==> src/hw/rtl/angle_wrapped_position_pid_core_defines.svh <==
// Assertion macros shared by the angle-wrapped position PID RTL.
// Each file that asserts includes this header; it needs clk and rst_n in scope.
`ifndef ANGLE_WRAPPED_POSITION_PID_CORE_DEFINES_SVH
`define ANGLE_WRAPPED_POSITION_PID_CORE_DEFINES_SVH

// Same-cycle implication, checked at every rising clock edge out of reset.
`define AWPID_ASSERT_IMPL(label, ante, cons) \
    label: assert property (@(posedge clk) disable iff (!rst_n) (ante) |-> (cons)) \
        else $error("awpid same-cycle check failed");

// Next-cycle implication, checked at every rising clock edge out of reset.
`define AWPID_ASSERT_NEXT(label, ante, cons) \
    label: assert property (@(posedge clk) disable iff (!rst_n) (ante) |=> (cons)) \
        else $error("awpid next-cycle check failed");

`endif

==> src/hw/rtl/awpid_pkg.sv <==
// Package for the angle-wrapped position PID core: field widths, constants,
// register indexes and the beat structs passed between pipeline stages.
// No dependencies.
package awpid_pkg;

    // Field and datapath widths
    localparam int POS_W      = 15;
    localparam int GAIN_W     = 24;
    localparam int LIM_W      = 15;
    localparam int ERR_W      = 16;
    localparam int DIFF_W     = 17;
    localparam int INTEG_W    = 32;
    localparam int OUT_W      = 16;
    localparam int FRAC_W     = 16;
    localparam int P_TERM_W   = GAIN_W + ERR_W;
    localparam int D_TERM_W   = GAIN_W + DIFF_W;
    localparam int I_TERM_W   = GAIN_W + INTEG_W;
    localparam int SUM_W      = I_TERM_W + 2;
    localparam int CFG_IDX_W  = 3;
    localparam int CFG_DATA_W = 24;

    // Angle constants in 1/64 degree
    localparam logic signed [DIFF_W-1:0] HALF_TURN = 17'sd11520;
    localparam logic signed [DIFF_W-1:0] FULL_TURN = 17'sd23040;

    // Register reset values
    localparam logic signed [GAIN_W-1:0] PROP_GAIN_RST    = 24'sd5243;
    localparam logic signed [GAIN_W-1:0] INTEG_GAIN_RST   = 24'sd0;
    localparam logic signed [GAIN_W-1:0] DERIV_GAIN_RST   = 24'sd5243;
    localparam logic [LIM_W-1:0]         OUTPUT_LIMIT_RST = 15'd6400;
    localparam logic signed [POS_W-1:0]  TARGET_POS_RST   = 15'sd0;
    localparam logic                     LOOP_ENABLE_RST  = 1'b0;

    // Configuration register indexes
    typedef enum logic [CFG_IDX_W-1:0] {
        REG_PROP_GAIN       = 3'd0,
        REG_INTEG_GAIN      = 3'd1,
        REG_DERIV_GAIN      = 3'd2,
        REG_OUTPUT_LIMIT    = 3'd3,
        REG_TARGET_POSITION = 3'd4,
        REG_LOOP_ENABLE     = 3'd5
    } reg_index_t;

    // Current configuration as seen by the datapath
    typedef struct packed {
        logic signed [GAIN_W-1:0] prop_gain;
        logic signed [GAIN_W-1:0] integ_gain;
        logic signed [GAIN_W-1:0] deriv_gain;
        logic [LIM_W-1:0]         output_limit;
        logic signed [POS_W-1:0]  target_position;
        logic                     loop_enable;
    } cfg_t;

    // Error stage to multiplier stage
    typedef struct packed {
        logic signed [ERR_W-1:0]   err;
        logic signed [DIFF_W-1:0]  diff;
        logic signed [INTEG_W-1:0] integ;
    } err_beat_t;

    // Multiplier stage to output stage
    typedef struct packed {
        logic signed [P_TERM_W-1:0] p_term;
        logic signed [D_TERM_W-1:0] d_term;
        logic signed [I_TERM_W-1:0] i_term;
    } prod_beat_t;

endpackage

==> src/hw/rtl/awpid_cfg.sv <==
// Configuration register file of the angle-wrapped position PID core.
// Depends on awpid_pkg.
module awpid_cfg
    import awpid_pkg::*;
(
    input  logic                  clk,
    input  logic                  rst_n,
    input  logic                  cfg_valid,
    output logic                  cfg_ready,
    input  logic [CFG_IDX_W-1:0]  cfg_index,
    input  logic [CFG_DATA_W-1:0] cfg_data,
    output cfg_t                  cfg
);

    cfg_t cfg_reg;

    // Writes are always accepted.
    assign cfg_ready = 1'b1;
    assign cfg       = cfg_reg;

    // Register writes; unknown indexes are ignored.
    always_ff @(posedge clk or negedge rst_n)
    begin
        if (!rst_n)
        begin
            cfg_reg.prop_gain       <= PROP_GAIN_RST;
            cfg_reg.integ_gain      <= INTEG_GAIN_RST;
            cfg_reg.deriv_gain      <= DERIV_GAIN_RST;
            cfg_reg.output_limit    <= OUTPUT_LIMIT_RST;
            cfg_reg.target_position <= TARGET_POS_RST;
            cfg_reg.loop_enable     <= LOOP_ENABLE_RST;
        end
        else if (cfg_valid)
        begin
            unique case (reg_index_t'(cfg_index))
                REG_PROP_GAIN:       cfg_reg.prop_gain       <= cfg_data[GAIN_W-1:0];
                REG_INTEG_GAIN:      cfg_reg.integ_gain      <= cfg_data[GAIN_W-1:0];
                REG_DERIV_GAIN:      cfg_reg.deriv_gain      <= cfg_data[GAIN_W-1:0];
                REG_OUTPUT_LIMIT:    cfg_reg.output_limit    <= cfg_data[LIM_W-1:0];
                REG_TARGET_POSITION: cfg_reg.target_position <= cfg_data[POS_W-1:0];
                REG_LOOP_ENABLE:     cfg_reg.loop_enable     <= cfg_data[0];
                default:             cfg_reg                 <= cfg_reg;
            endcase
        end
    end

endmodule

==> config.mk <==
export PLATFORM = sky130hd
export DESIGN_NAME = awpid_cfg
export DESIGN_NICKNAME = d
export VERILOG_FILES = /design/src/hw/rtl/angle_wrapped_position_pid_core_defines.svh /design/src/hw/rtl/awpid_pkg.sv /design/src/hw/rtl/awpid_cfg.sv
export SDC_FILE = /design/constraint.sdc
export NUM_CORES = 1
export LEC_CHECK = 0
export BUFFER_PORTS_ARGS = -buffer_cell sky130_fd_sc_hd__clkbuf_2
export CAP_MARGIN = 20
export CORE_MARGIN = 2
export CORE_UTILIZATION = 40
export DETAILED_ROUTE_END_ITERATION = 10
export GPL_ROUTABILITY_DRIVEN = 0
export PLACE_DENSITY = 0.65
export SYNTH_ARGS = -nofsm -noshare
export SYNTH_HDL_FRONTEND = slang
export SYNTH_SLANG_ARGS = --single-unit
==> constraint.sdc <==
create_clock -name clk -period 0.8 [get_ports clk]
set_input_delay 0.12 -clock clk [delete_from_list [all_inputs] [get_ports clk]]
set_output_delay 0.12 -clock clk [all_outputs]
set_load 0.01 [all_outputs]
After elaboration in Yosys (flattened, before gate mapping):

Cells that the tools add are included.

* memory bits (read-only): 0
* input port bits: 30
* bits in writable memories: 0
* word-level logic and storage cells: 18
* output and inout port bits: 104
* bits in latches: 0
* register bits: 103
* memories kept: 0

* muxes and demuxes: 0
* multipliers: 0
* bitwise gates (word level): 0
* shift operators: 0
* equality and inequality tests: 5
* $add $sub $neg: 0
* reductions and logical operators: 7
* $lt $le $gt $ge: 0
* div/mod/pow operators: 0

Operators with widths (number)
* AND reduction 2 bit: 6
* equality test 3 x 2 -> 1 bit (second input constant): 2
* equality test 3 bit (second input constant): 2
* equality test 3 x 1 -> 1 bit (second input constant): 1
* zero test 3 bit: 1

Logic depth before layout (Yosys ltp):

Gate-level depths: netlist of the first run.

* depth after elaboration: 2
* depth in mapped cells: 4
* gate-level depth less buffers: 2

Least setup slack after synthesis of the first run:

OpenSTA, ideal clock, no wires.

* path type: input port to flip-flop
* from: input port cfg_index[1]
* to: register cfg_reg (netlist bit cfg[100])
* required time: 675 ps
* arrival time: 1066 ps
* stages on the path: 3
* path slack: -391 ps
* path buffers: 1
* path through: nor4b_4 -> buf_6 -> mux2_4

* word-level cells in the longest chain between the ends: 2

RTL lines
* start, declared: line awpid_cfg.sv:10 `input logic [CFG_IDX_W-1:0] cfg_index,`
* zero test 3 bit: line awpid_cfg.sv:35 `unique case (reg_index_t'(cfg_index))`
* AND reduction 2 bit (no line)
* end signal, assigned: line awpid_cfg.sv:42 `default: cfg_reg <= cfg_reg;`
* end, declared: line awpid_cfg.sv:15 `cfg_t cfg_reg;`

Every way passes these cells.
A chain may end at the register's enable or synchronous reset.

Worst setup path after layout of the first run:

* from: register cfg_reg (netlist bit cfg[83])
* to: output port cfg[83] in the netlist's numbering

RTL lines
* end, declared: line awpid_cfg.sv:12 `output cfg_t cfg`

No word-level cell between the ends.

==> results.rst, run 1 <==
.. list-table::
   :header-rows: 1

   * - Metric
     - Value
   * - Status
     - finished with violations
   * - Violations in the final reports
     - negative setup slack
   * - CP Buf/Inv Count
     - 1
   * - Total number of cells along the worst setup path
     - 1
   * - Number of max-slew violations in the final report
     - 0
   * - First-pass GRT wire length
     - 16400 microns
   * - CP arrival
     - 1.03 ns
   * - Area enclosed by the die boundary
     - 0.0112 sq mm
   * - Area growth from synthesis to layout
     - 55.8%
   * - Pwr per Cell Area
     - 2550 mW/mm^2
   * - Placeable core region
     - 0.0102 sq mm
   * - Layout Nets
     - 469
   * - Largest incremental delay on the critical path
     - 0.56 ns
   * - Port Buffer Count
     - 132
   * - Wire length per cell after detailed routing
     - 18.6 microns
   * - CTS sink cnt
     - 103
   * - TritonCTS clock tree
     - yes
   * - Clk Tree Root Cell
     - sky130_fd_sc_hd__clkbuf_8
   * - CP max FO
     - 2
   * - Hold Path Cell Cnt
     - 2
   * - GRT Overall Usage
     - 19.6%
   * - Cell at the slowest stage of the critical path
     - sky130_fd_sc_hd__dfstp_2
   * - Switching power of the nets
     - 4.44 mW
   * - Die Y-Extent
     - 106 microns
   * - Summed negative setup slack over all endpoints
     - -33.75 ns
   * - Number of I/O pins
     - 134
   * - Cell area after synthesis
     - 0.00414 sq mm
   * - Worst Reg-to-Reg Cells
     - 2
   * - Max reg flops
     - 103
   * - Max H-tree Level
     - 3
   * - Post-Route Skew
     - 0 ns
   * - Number of antenna-violating nets in the routed design
     - 0
   * - Critical path required time
     - 0.68 ns
   * - Distinct cells, synth
     - 14
   * - Largest net degree at the start of global routing
     - 39
   * - Pint
     - 12.0 mW
   * - Synthesized instance count
     - 225
   * - Share of layout cells above drive strength 1
     - 79.7%
   * - Synth Area per Inst
     - 18.4 sq um
   * - Effective utilization at floorplan
     - 40.7%
   * - Leakage power figure
     - 3.18 nW
   * - Portion of total power attributed to sequential cells
     - 44.4%
   * - Average vias per placed instance
     - 4.69
   * - Post-DP HPWL
     - 6360 microns
   * - Final wirelength
     - 10800 microns
   * - Total power
     - 16.4 mW
   * - Ordered cell list for the critical path
     - buf_8
   * - Total area of sequential cells
     - 0.00260 sq mm
   * - Detailed-routing iteration count for the pre-antenna-repair pass
     - 4
   * - Total of max-cap violations
     - 0
   * - Final cycle utilization of the critical path
     - 144%
   * - DRT iter0 DRCs
     - 87
   * - Number of antenna violations at the first check in global routing
     - 0
   * - Number of global-route vias before repair
     - 2798
   * - Die Span X
     - 106 microns
   * - Fmax
     - 871 MHz
   * - RSZ-0062 raised after global routing
     - yes
   * - Worst-case setup margin in the final layout
     - -0.349 ns
   * - Critical path launch point type
     - register
   * - Worst IR Drop VDD
     - 1.03 mV
   * - Overflow left after global routing
     - 0
   * - Area of combinational cells with multiple inputs
     - 0.00161 sq mm
   * - Worst min-delay path category
     - in2reg
   * - Worst-case clock buffer depth
     - 2
   * - Placement Rows
     - 37
   * - Clock input transition at the sequential cells of the worst setup and hold paths
     - 0.10 ns
   * - Number of failing hold endpoints at the final stage
     - 0
   * - Number of antenna diodes
     - 0
   * - Worst-Skew Late Latency
     - 0.35 ns
   * - Utilization after layout
     - 63.4%
   * - Flip-flop and latch count after synthesis
     - 103
   * - Clock network fraction of total power
     - 21.8%
   * - Total CTS buffers
     - 9
   * - Crit path max-delay family
     - flip-flops
   * - Post-synthesis net count
     - 255
   * - Vias post-DR
     - 2723
   * - Switching share of power
     - 27.0%
   * - Min Tclk post-route
     - 1.15 ns
   * - Yosys synthesis warning count
     - 0
   * - Sequential-to-total area share from yosys stat
     - 62.8%
   * - Remaining design rule violation count
     - 0
   * - Worst setup path category
     - reg2out
   * - Critical path endpoint category
     - output port
   * - Setup violators final
     - 195
   * - Number of fillers in the final layout
     - 773
   * - Combinational fraction of design power
     - 33.8%
## area by class of cell
type	count	area share, %
Clock buffer	13	2.31
Clock inverter	3	1.05
Multi-Input combinational cell	110	24.9
Sequential cell	103	40.3
Tap cell	136	2.64
Timing Repair Buffer	215	28.8
## worst paths after layout
| path | start | to | slack [ns] |
|---|---|---|---|
| worst max-delay path | cfg[83] | cfg[83] | -0.35 |
| worst min-delay path | cfg_data[23] | cfg[78] | 0.03 |
| worst max register to register | cfg[77] | cfg[77] | -0.13 |
| worst min register to register | cfg[20] | cfg[20] | 0.51 |
| max in group asynchronous | rst_n | cfg[91] | 0.20 |
| min in group asynchronous | rst_n | cfg[18] | 0.31 |
## kinds of logic (layout without fill, tap and decap cells)
family / count (synthesis) / in the layout / synth area share, %
buffers and inverters: 12 / 231 / 2.57
DFF: 103 / 103 / 62.8
muxes: 103 / 103 / 32.5
other: 1 / 1 / 0.0905
and+or+nand+nor: 6 / 6 / 1.99
## per-layer routing
| metal | vias to the layer above | wire, microns | global-route usage [%] |
|---|---|---|---|
| li1 | 1222 | - | - |
| met1 | 1427 | 4820 | 26.7 |
| met2 | 62 | 5490 | 31.8 |
| met3 | 12 | 298 | 2.72 |
| met4 | 0 | 166 | 7.24 |
| met5 | - | 0 | 0 |
## power groups by stage
stage                     Sequential (mW)  Clock (mW)  Combinational (mW)
after floorplan                      7.74           0                1.66
after CTS                            7.17        3.66                4.92
after global placement               7.26           0                3.88
after global routing                 7.42        3.90                5.90
final                                7.30        3.58                5.55
after detailed placement             7.26           0                3.96
## repair_timing
item / 4_1_cts / 5_1_grt
setup endpoints to repair: 199 / 198
hold endpoints to repair: 103 / 0
cloned: 5 / 0
hold buffers: 1 / 0
setup buffers: 50 / 30
pin swaps: 2 / 2
resized for setup: 38 / 82
## cells in the final DEF (no fill, tap or decap), drive strengths merged
master / instances
dlygate4sd3: 1
dfstp: 19
clkinvlp: 1
nor4b: 1
clkbuf: 112
mux2: 103
buf: 115
conb: 1
bufinv: 2
nand4b: 2
nor4bb: 1
and4bb: 2
dfrtp: 84
## synthesized netlist by cell type
cell	count	area, sq um
sky130_fd_sc_hd__dfstp_2	19	499
sky130_fd_sc_hd__buf_2	4	20.0
sky130_fd_sc_hd__and4bb_1	2	25.0
sky130_fd_sc_hd__nor4b_4	1	23.8
sky130_fd_sc_hd__mux2_4	50	751
sky130_fd_sc_hd__dfrtp_1	84	2100
sky130_fd_sc_hd__conb_1	1	3.75
sky130_fd_sc_hd__nand4b_2	1	15.0
sky130_fd_sc_hd__nand4b_1	1	8.76
sky130_fd_sc_hd__buf_4	1	7.51
sky130_fd_sc_hd__nor4bb_1	1	10.0
sky130_fd_sc_hd__buf_6	7	78.8
sky130_fd_sc_hd__mux2_1	7	78.8
sky130_fd_sc_hd__mux2_2	46	518
## stage by stage
step / hold WS, ns / instance area [sq um] / std cells / worst slack [ns]
5_1_grt: 0.0112 / 6450 / 580 / -0.385
3_5_place_dp: 0.127 / 5260 / 495 / -0.605
6_report: 0.0265 / 6450 / 580 / -0.349
3_3_place_gp: 0.124 / 5260 / 495 / -0.555
4_1_cts: 0.00615 / 6200 / 566 / -0.387
2_1_floorplan: -0.176 / 4310 / 225 / -0.391
Note: power is estimated with default switching activity, not from simulation.
==> inputs of run 2 (changes only) <==
BUFFER_PORTS_ARGS = -buffer_cell sky130_fd_sc_hd__buf_2   (was -buffer_cell sky130_fd_sc_hd__clkbuf_2)
==> run 2 against run 1 <==
Against the previous run:
- the flow still finishes with violations (negative setup slack)
- maximum frequency grew 0.10%
- die area is the same
- flip-flop and latch count is the same
- register-to-register slack is essentially flat
- total power shrank 2.5%
- first-iteration DRC count grew 11%
- via count grew 1.7%
- cell count grew 2.1%
- critical path depth is the same
- non-clock buffer count grew 12
- clock power shrank 16%
- worst setup slack gained 0.0012 ns
- largest power group unchanged
==> results.rst, run 2 (same netlist as run 1, synthesis figures left out) <==
.. list-table::
   :header-rows: 1

   * - Metric
     - Value
   * - Average vias per placed instance
     - 4.68 (-0.37%)
   * - Wire length per cell after detailed routing
     - 18.3 microns (-1.3%)
   * - Area of combinational cells with multiple inputs
     - 0.00160 sq mm (-0.23%)
   * - Total CTS buffers
     - 9 (unchanged)
   * - Placeable core region
     - 0.0102 sq mm (unchanged)
   * - Pwr per Cell Area
     - 2440 mW/mm^2 (-4.2%)
   * - Number of I/O pins
     - 134 (unchanged)
   * - Area enclosed by the die boundary
     - 0.0112 sq mm (unchanged)
   * - Critical path launch point type
     - register
   * - Most frequent cells in the layout
     - 92 x sky130_fd_sc_hd__buf_2, 87 x sky130_fd_sc_hd__mux2_4, 84 x sky130_fd_sc_hd__dfrtp_1
   * - Die Y-Extent
     - 106 microns (unchanged)
   * - Critical path required time
     - 0.68 ns (about the same)
   * - Crit path max-delay family
     - flip-flops
   * - Ordered cell list for the critical path
     - buf_6
   * - Clock input transition at the sequential cells of the worst setup and hold paths
     - 0.11 ns (about the same)
   * - Placement Rows
     - 37 (unchanged)
   * - Worst setup path category
     - reg2out
   * - Vias post-DR
     - 2769 (+1.7%)
   * - Violations in the final reports
     - negative setup slack
   * - Detailed-routing iteration count for the pre-antenna-repair pass
     - 4 (unchanged)
   * - Hold Path Origin
     - cfg_data[18]
   * - Critical path endpoint category
     - output port
   * - Area growth from synthesis to layout
     - 58.5%
   * - Number of global-route vias before repair
     - 2917 (+4.3%)
   * - Total power
     - 16.0 mW (-2.5%)
   * - CP Buf/Inv Count
     - 1 (unchanged)
   * - Worst min-delay path category
     - in2reg
   * - Crit. Startpoint
     - cfg[41]
   * - Die Span X
     - 106 microns (unchanged)
   * - Max H-tree Level
     - 3 (unchanged)
   * - Overflow left after global routing
     - 0 (unchanged)
   * - Remaining design rule violation count
     - 0 (unchanged)
   * - Layout Nets
     - 481 (+2.6%)
   * - Fmax
     - 871 MHz (+0.10%)
   * - Clk Tree Root Cell
     - sky130_fd_sc_hd__clkbuf_8
   * - Number of fillers in the final layout
     - 733 (-5.2%)
   * - CP max FO
     - 2 (unchanged)
   * - Min Tclk post-route
     - 1.15 ns (-0.00118 ns)
   * - Max reg flops
     - 103 (unchanged)
   * - Setup violators final
     - 188 (-3.6%)
   * - Number of antenna diodes
     - 0 (unchanged)
   * - Status
     - finished with violations
   * - Most frequent standard cell in the layout excluding fill and tap cells
     - sky130_fd_sc_hd__buf_2
   * - Port Buffer Count
     - 132 (unchanged)
   * - Total area of sequential cells
     - 0.00260 sq mm (unchanged)
   * - Number of antenna violations at the first check in global routing
     - 0 (unchanged)
   * - Number of antenna-violating nets in the routed design
     - 0 (unchanged)
   * - Worst-Skew Late Latency
     - 0.35 ns (about the same)
   * - Number of failing hold endpoints at the final stage
     - 0 (unchanged)
   * - TritonCTS clock tree
     - yes
   * - Number of max-slew violations in the final report
     - 0 (unchanged)
   * - DRT iter0 DRCs
     - 97 (+11%)
   * - CTS sink cnt
     - 103 (unchanged)
   * - Total of max-cap violations
     - 0 (unchanged)
   * - GRT Overall Usage
     - 19.8% (+0.26 points)
   * - First-pass GRT wire length
     - 16600 microns (+1.3%)
   * - Largest incremental delay on the critical path
     - 0.57 ns (about the same)
   * - CP arrival
     - 1.03 ns (about the same)
   * - Worst-case setup margin in the final layout
     - -0.348 ns (+0.00118 ns)
   * - RSZ-0062 raised after global routing
     - yes
   * - Worst IR Drop VDD
     - 1.14 mV (+11%)
   * - Share of layout cells above drive strength 1
     - 79.4% (-0.34 points)
   * - Largest net degree at the start of global routing
     - 32 (-18%)
   * - Worst-case clock buffer depth
     - 2 (unchanged)
   * - Post-Route Skew
     - 0 ns (unchanged)
   * - Final wirelength
     - 10900 microns (+0.73%)
   * - Post-DP HPWL
     - 6600 microns (+3.7%)
   * - Final cycle utilization of the critical path
     - 143% (-0.15 points)
   * - Leakage power figure
     - 3.21 nW (+1.1%)
   * - Cell at the slowest stage of the critical path
     - sky130_fd_sc_hd__dfstp_2
   * - Worst flop-to-flop path startpoint
     - cfg[81]
   * - Effective utilization at floorplan
     - 40.7% (unchanged)
   * - Utilization after layout
     - 64.5% (+1.1 points)
## run 2: cell count changes in the layout (fill, tap and decap cells not counted), moves of 2 or more
| cell | change |
|---|---|
| sky130_fd_sc_hd__bufinv_16 | -2 |
| sky130_fd_sc_hd__buf_4 | +2 |
| sky130_fd_sc_hd__clkbuf_2 | -96 |
| sky130_fd_sc_hd__buf_16 | +2 |
| sky130_fd_sc_hd__buf_6 | +24 |
| sky130_fd_sc_hd__dlygate4sd3_1 | +5 |
| sky130_fd_sc_hd__buf_8 | -2 |
| sky130_fd_sc_hd__buf_12 | -3 |
| sky130_fd_sc_hd__clkbuf_16 | -3 |
| sky130_fd_sc_hd__buf_2 | +83 |
## run 2: layout make-up
cell class	count	area share [%]
Clock inverter	5	0.629
Sequential cell	103	39.6
Timing Repair Buffer	227	30.7
Clock buffer	11	2.00
Tap cell	136	2.59
Multi-Input combinational cell	110	24.4
## run 2: report_power, final
part           switching, mW  internal [mW]
combinational           1.95           3.80
sequential             0.775           6.51
clock                   1.82           1.17
total                   4.54           11.5
## run 2: repair_timing
item                                    in CTS  in global routing
hold buffers                                 6                  0
resized for setup                           76                 32
gates cloned                                 7                  0
endpoints found under the setup margin     190                190
setup buffers                               51                 28
pin swaps                                    3                  3
endpoints found under the hold margin       95                  0
## run 2: metrics by stage
stage	std cells	setup WS (ns)	setup TNS, ns	area (sq um)	hold WS [ns]
after CTS	579	-0.374	-33.89	6390	0.00409
after global routing	592	-0.390	-37.11	6570	0.0118
after global placement	499	-0.538	-46.58	5260	0.00462
after detailed placement	499	-0.559	-47.78	5260	0.00825
final	592	-0.348	-31.87	6570	0.0330
after floorplan	225	-0.391	-25.46	4310	-0.176
## run 2: path summary, 6_finish.rpt
check | cells after the start | slack [ns] | end
max | 1 | -0.35 | cfg[41]
min | 2 | 0.03 | cfg[73]
max reg2reg | 2 | -0.12 | cfg[81]
min reg2reg | 1 | 0.51 | cfg[21]
max in group asynchronous | 3 | 0.12 | cfg[43]
min in group asynchronous | 2 | 0.16 | cfg[40]
## run 2: per-layer routing
metal	part of all wire (%)	wire, microns	global-route usage (%)	vias up
met5	0	0	0	-
li1	-	-	-	1246
met4	1.1	124	6.67	0
met3	2.9	315	3.09	8
met1	44	4830	27.0	1448
met2	51	5590	32.5	67
==> inputs of run 3 (changes only) <==
CORE_UTILIZATION = 50   (was 40)
PLACE_DENSITY = 0.79   (was 0.65)
==> run 3 against run 2 <==
Against the previous run:
- the run still ends with negative setup slack left
- largest cell class unchanged
- maximum frequency decreased by 0.22%
- worst setup slack worse by 0.0025 ns
- sequential power grew 1%
- highest routed layer unchanged
- critical endpoint is now cfg[43]
- cell area shrank 0.40%
==> results.rst, run 3 (same netlist as run 1, synthesis figures left out) <==
.. list-table::
   :header-rows: 1

   * - Metric
     - Value
   * - Hold Path Cell Cnt
     - 2 (unchanged)
   * - Largest net degree at the start of global routing
     - 43 (+34%)
   * - Worst flop-to-flop path startpoint
     - cfg[86]
   * - Setup violators final
     - 192 (+2.1%)
   * - Hold Path Origin
     - cfg_data[18]
   * - Max H-tree Level
     - 3 (unchanged)
   * - Area growth from synthesis to layout
     - 57.9%
   * - Leakage power figure
     - 3.21 nW (about the same)
   * - Worst min-delay path category
     - in2reg
   * - # placed instances
     - 465 (-6.8%)
   * - Placeable core region
     - 0.00813 sq mm (-20%)
   * - Utilization after layout
     - 80.4% (+16 points)
   * - Reg-to-reg setup timing slack
     - -0.13 ns (about the same)
   * - Final cycle utilization of the critical path
     - 144% (+0.31 points)
   * - Crit. Startpoint
     - cfg[43]
   * - Worst-case clock buffer depth
     - 2 (unchanged)
   * - Detailed-routing iteration count for the pre-antenna-repair pass
     - 4 (unchanged)
   * - TritonCTS clock tree
     - yes
   * - Number of failing hold endpoints at the final stage
     - 0 (unchanged)
   * - Most frequent standard cell in the layout excluding fill and tap cells
     - sky130_fd_sc_hd__buf_2
   * - Number of antenna-violating nets in the routed design
     - 0 (unchanged)
   * - Total of max-cap violations
     - 0 (unchanged)
   * - Ordered cell list for the critical path
     - buf_6
   * - Post-route cell area
     - 0.00654 sq mm (-0.40%)
   * - Cell at the slowest stage of the critical path
     - sky130_fd_sc_hd__dfstp_2
   * - CTS sink cnt
     - 103 (unchanged)
   * - CP max FO
     - 2 (unchanged)
   * - Max reg flops
     - 103 (unchanged)
   * - CP arrival
     - 1.03 ns (about the same)
   * - Effective utilization at floorplan
     - 50.9% (+10 points)
   * - Overflow left after global routing
     - 0 (unchanged)
   * - Remaining design rule violation count
     - 0 (unchanged)
   * - Post-Route Skew
     - 0 ns (unchanged)
   * - Share of layout cells above drive strength 1
     - 80.3% (+0.88 points)
   * - Clock input transition at the sequential cells of the worst setup and hold paths
     - 0.11 ns (about the same)
   * - Layout Nets
     - 471 (-2.1%)
   * - Placement Rows
     - 33 (-11%)
   * - Area enclosed by the die boundary
     - 0.00903 sq mm (-19%)
   * - Status
     - finished with violations
   * - DP Worst Slack
     - -0.564 ns (-0.00492 ns)
   * - Die Span X
     - 95.0 microns (-10%)
   * - Worst Reg-to-Reg Cells
     - 2 (unchanged)
   * - Critical path launch point type
     - register
   * - Die Y-Extent
     - 95.0 microns (-10%)
   * - Average vias per placed instance
     - 5.03 (+7.5%)
   * - Vias post-DR
     - 2771 (+0.072%)
   * - Number of I/O pins
     - 134 (unchanged)
   * - Largest incremental delay on the critical path
     - 0.57 ns (about the same)
   * - Critical path required time
     - 0.68 ns (about the same)
   * - Min Tclk post-route
     - 1.15 ns (+0.00250 ns)
   * - Wire length per cell after detailed routing
     - 20.8 microns (+13%)
   * - Number of antenna violations at the first check in global routing
     - 0 (unchanged)
   * - DRT iter0 DRCs
     - 73 (-25%)
   * - Critical path endpoint category
     - output port
   * - Crit path max-delay family
     - flip-flops
   * - RSZ-0062 raised after global routing
     - yes
   * - Number of max-slew violations in the final report
     - 0 (unchanged)
   * - Final cell count without fillers
     - 551 (-6.9%)
   * - Worst-Skew Late Latency
     - 0.35 ns (about the same)
   * - Most frequent cells in the layout
     - 92 x sky130_fd_sc_hd__buf_2, 88 x sky130_fd_sc_hd__mux2_4, 84 x sky130_fd_sc_hd__dfrtp_1
   * - CP Buf/Inv Count
     - 1 (unchanged)
   * - Post-DP HPWL
     - 6310 microns (-4.4%)
   * - Clk Tree Root Cell
     - sky130_fd_sc_hd__clkbuf_8
   * - Summed negative setup slack over all endpoints
     - -32.51 ns (-0.637 ns)
   * - Number of antenna diodes
     - 0 (unchanged)
   * - Worst-case setup margin in the final layout
     - -0.350 ns (-0.00250 ns)
   * - First-pass GRT wire length
     - 16600 microns (-0.29%)
   * - GRT Overall Usage
     - 25.0% (+5.2 points)
   * - Pwr per Cell Area
     - 2610 mW/mm^2 (+7.1%)
   * - Violations in the final reports
     - negative setup slack
   * - Total number of cells along the worst setup path
     - 1 (unchanged)
   * - Number of global-route vias before repair
     - 3014 (+3.3%)
   * - Fmax
     - 870 MHz (-0.22%)
   * - Post-detailed-placement cell area
     - 0.00523 sq mm (-0.69%)
   * - Port Buffer Count
     - 132 (unchanged)
   * - Worst IR Drop VDD
     - 1.63 mV (+43%)
   * - Total CTS buffers
     - 9 (unchanged)
   * - Worst setup path category
     - reg2out
   * - Final wirelength
     - 11400 microns (+5.4%)
[run 3: per-stage QoR]
stage                     total power [mW]  hold WS [ns]
after floorplan                       9.40        -0.176
after global placement                11.1         0.114
after detailed placement              11.2         0.117
after CTS                             16.5       0.00515
after global routing                  17.9       0.00629
final                                 17.1        0.0133
[run 3: worst paths after layout]
path | endpoint
hold / removal | cfg[49]
min in group asynchronous | cfg[23]
max in group asynchronous | cfg[79]
hold reg to reg | cfg[54]
setup reg to reg | cfg[86]
setup / recovery | cfg[43]
[run 3: where the power goes]
group | internal, mW | leakage (nW) | switching [mW] | total, mW
Clock | 2.08 | 0.112 | 1.77 | 3.85
Sequential | 6.51 | 1.21 | 0.842 | 7.36
Combinational | 3.85 | 1.89 | 2.04 | 5.89
Total | 12.4 | 3.21 | 4.65 | 17.1
[run 3: what timing repair did]
item                       4_1_cts  5_1_grt
setup buffers                   55       23
pin swaps                        3        1
hold buffers                     1        0
gates cloned                     6        0
setup endpoints to repair      191      191
hold endpoints to repair       102        0
gates resized for setup         65       44
[run 3: cell type report]
type                    count  area (sq um)
fillers                   453          1600
clock buffers              10           128
multi-input cells         110          1610
well taps                 105           131
clock inverters             6           110
repair buffers            217          1960
flip-flops and latches    103          2600
[run 3: routing by layer]
| layer | wire length (microns) | up-vias | global-route usage, % |
|---|---|---|---|
| li1 | - | 1227 | - |
| met1 | 4770 | 1446 | 32.1 |
| met2 | 6140 | 82 | 43.5 |
| met3 | 368 | 16 | 4.51 |
| met4 | 162 | 0 | 7.13 |
| met5 | 0 | - | 0 |
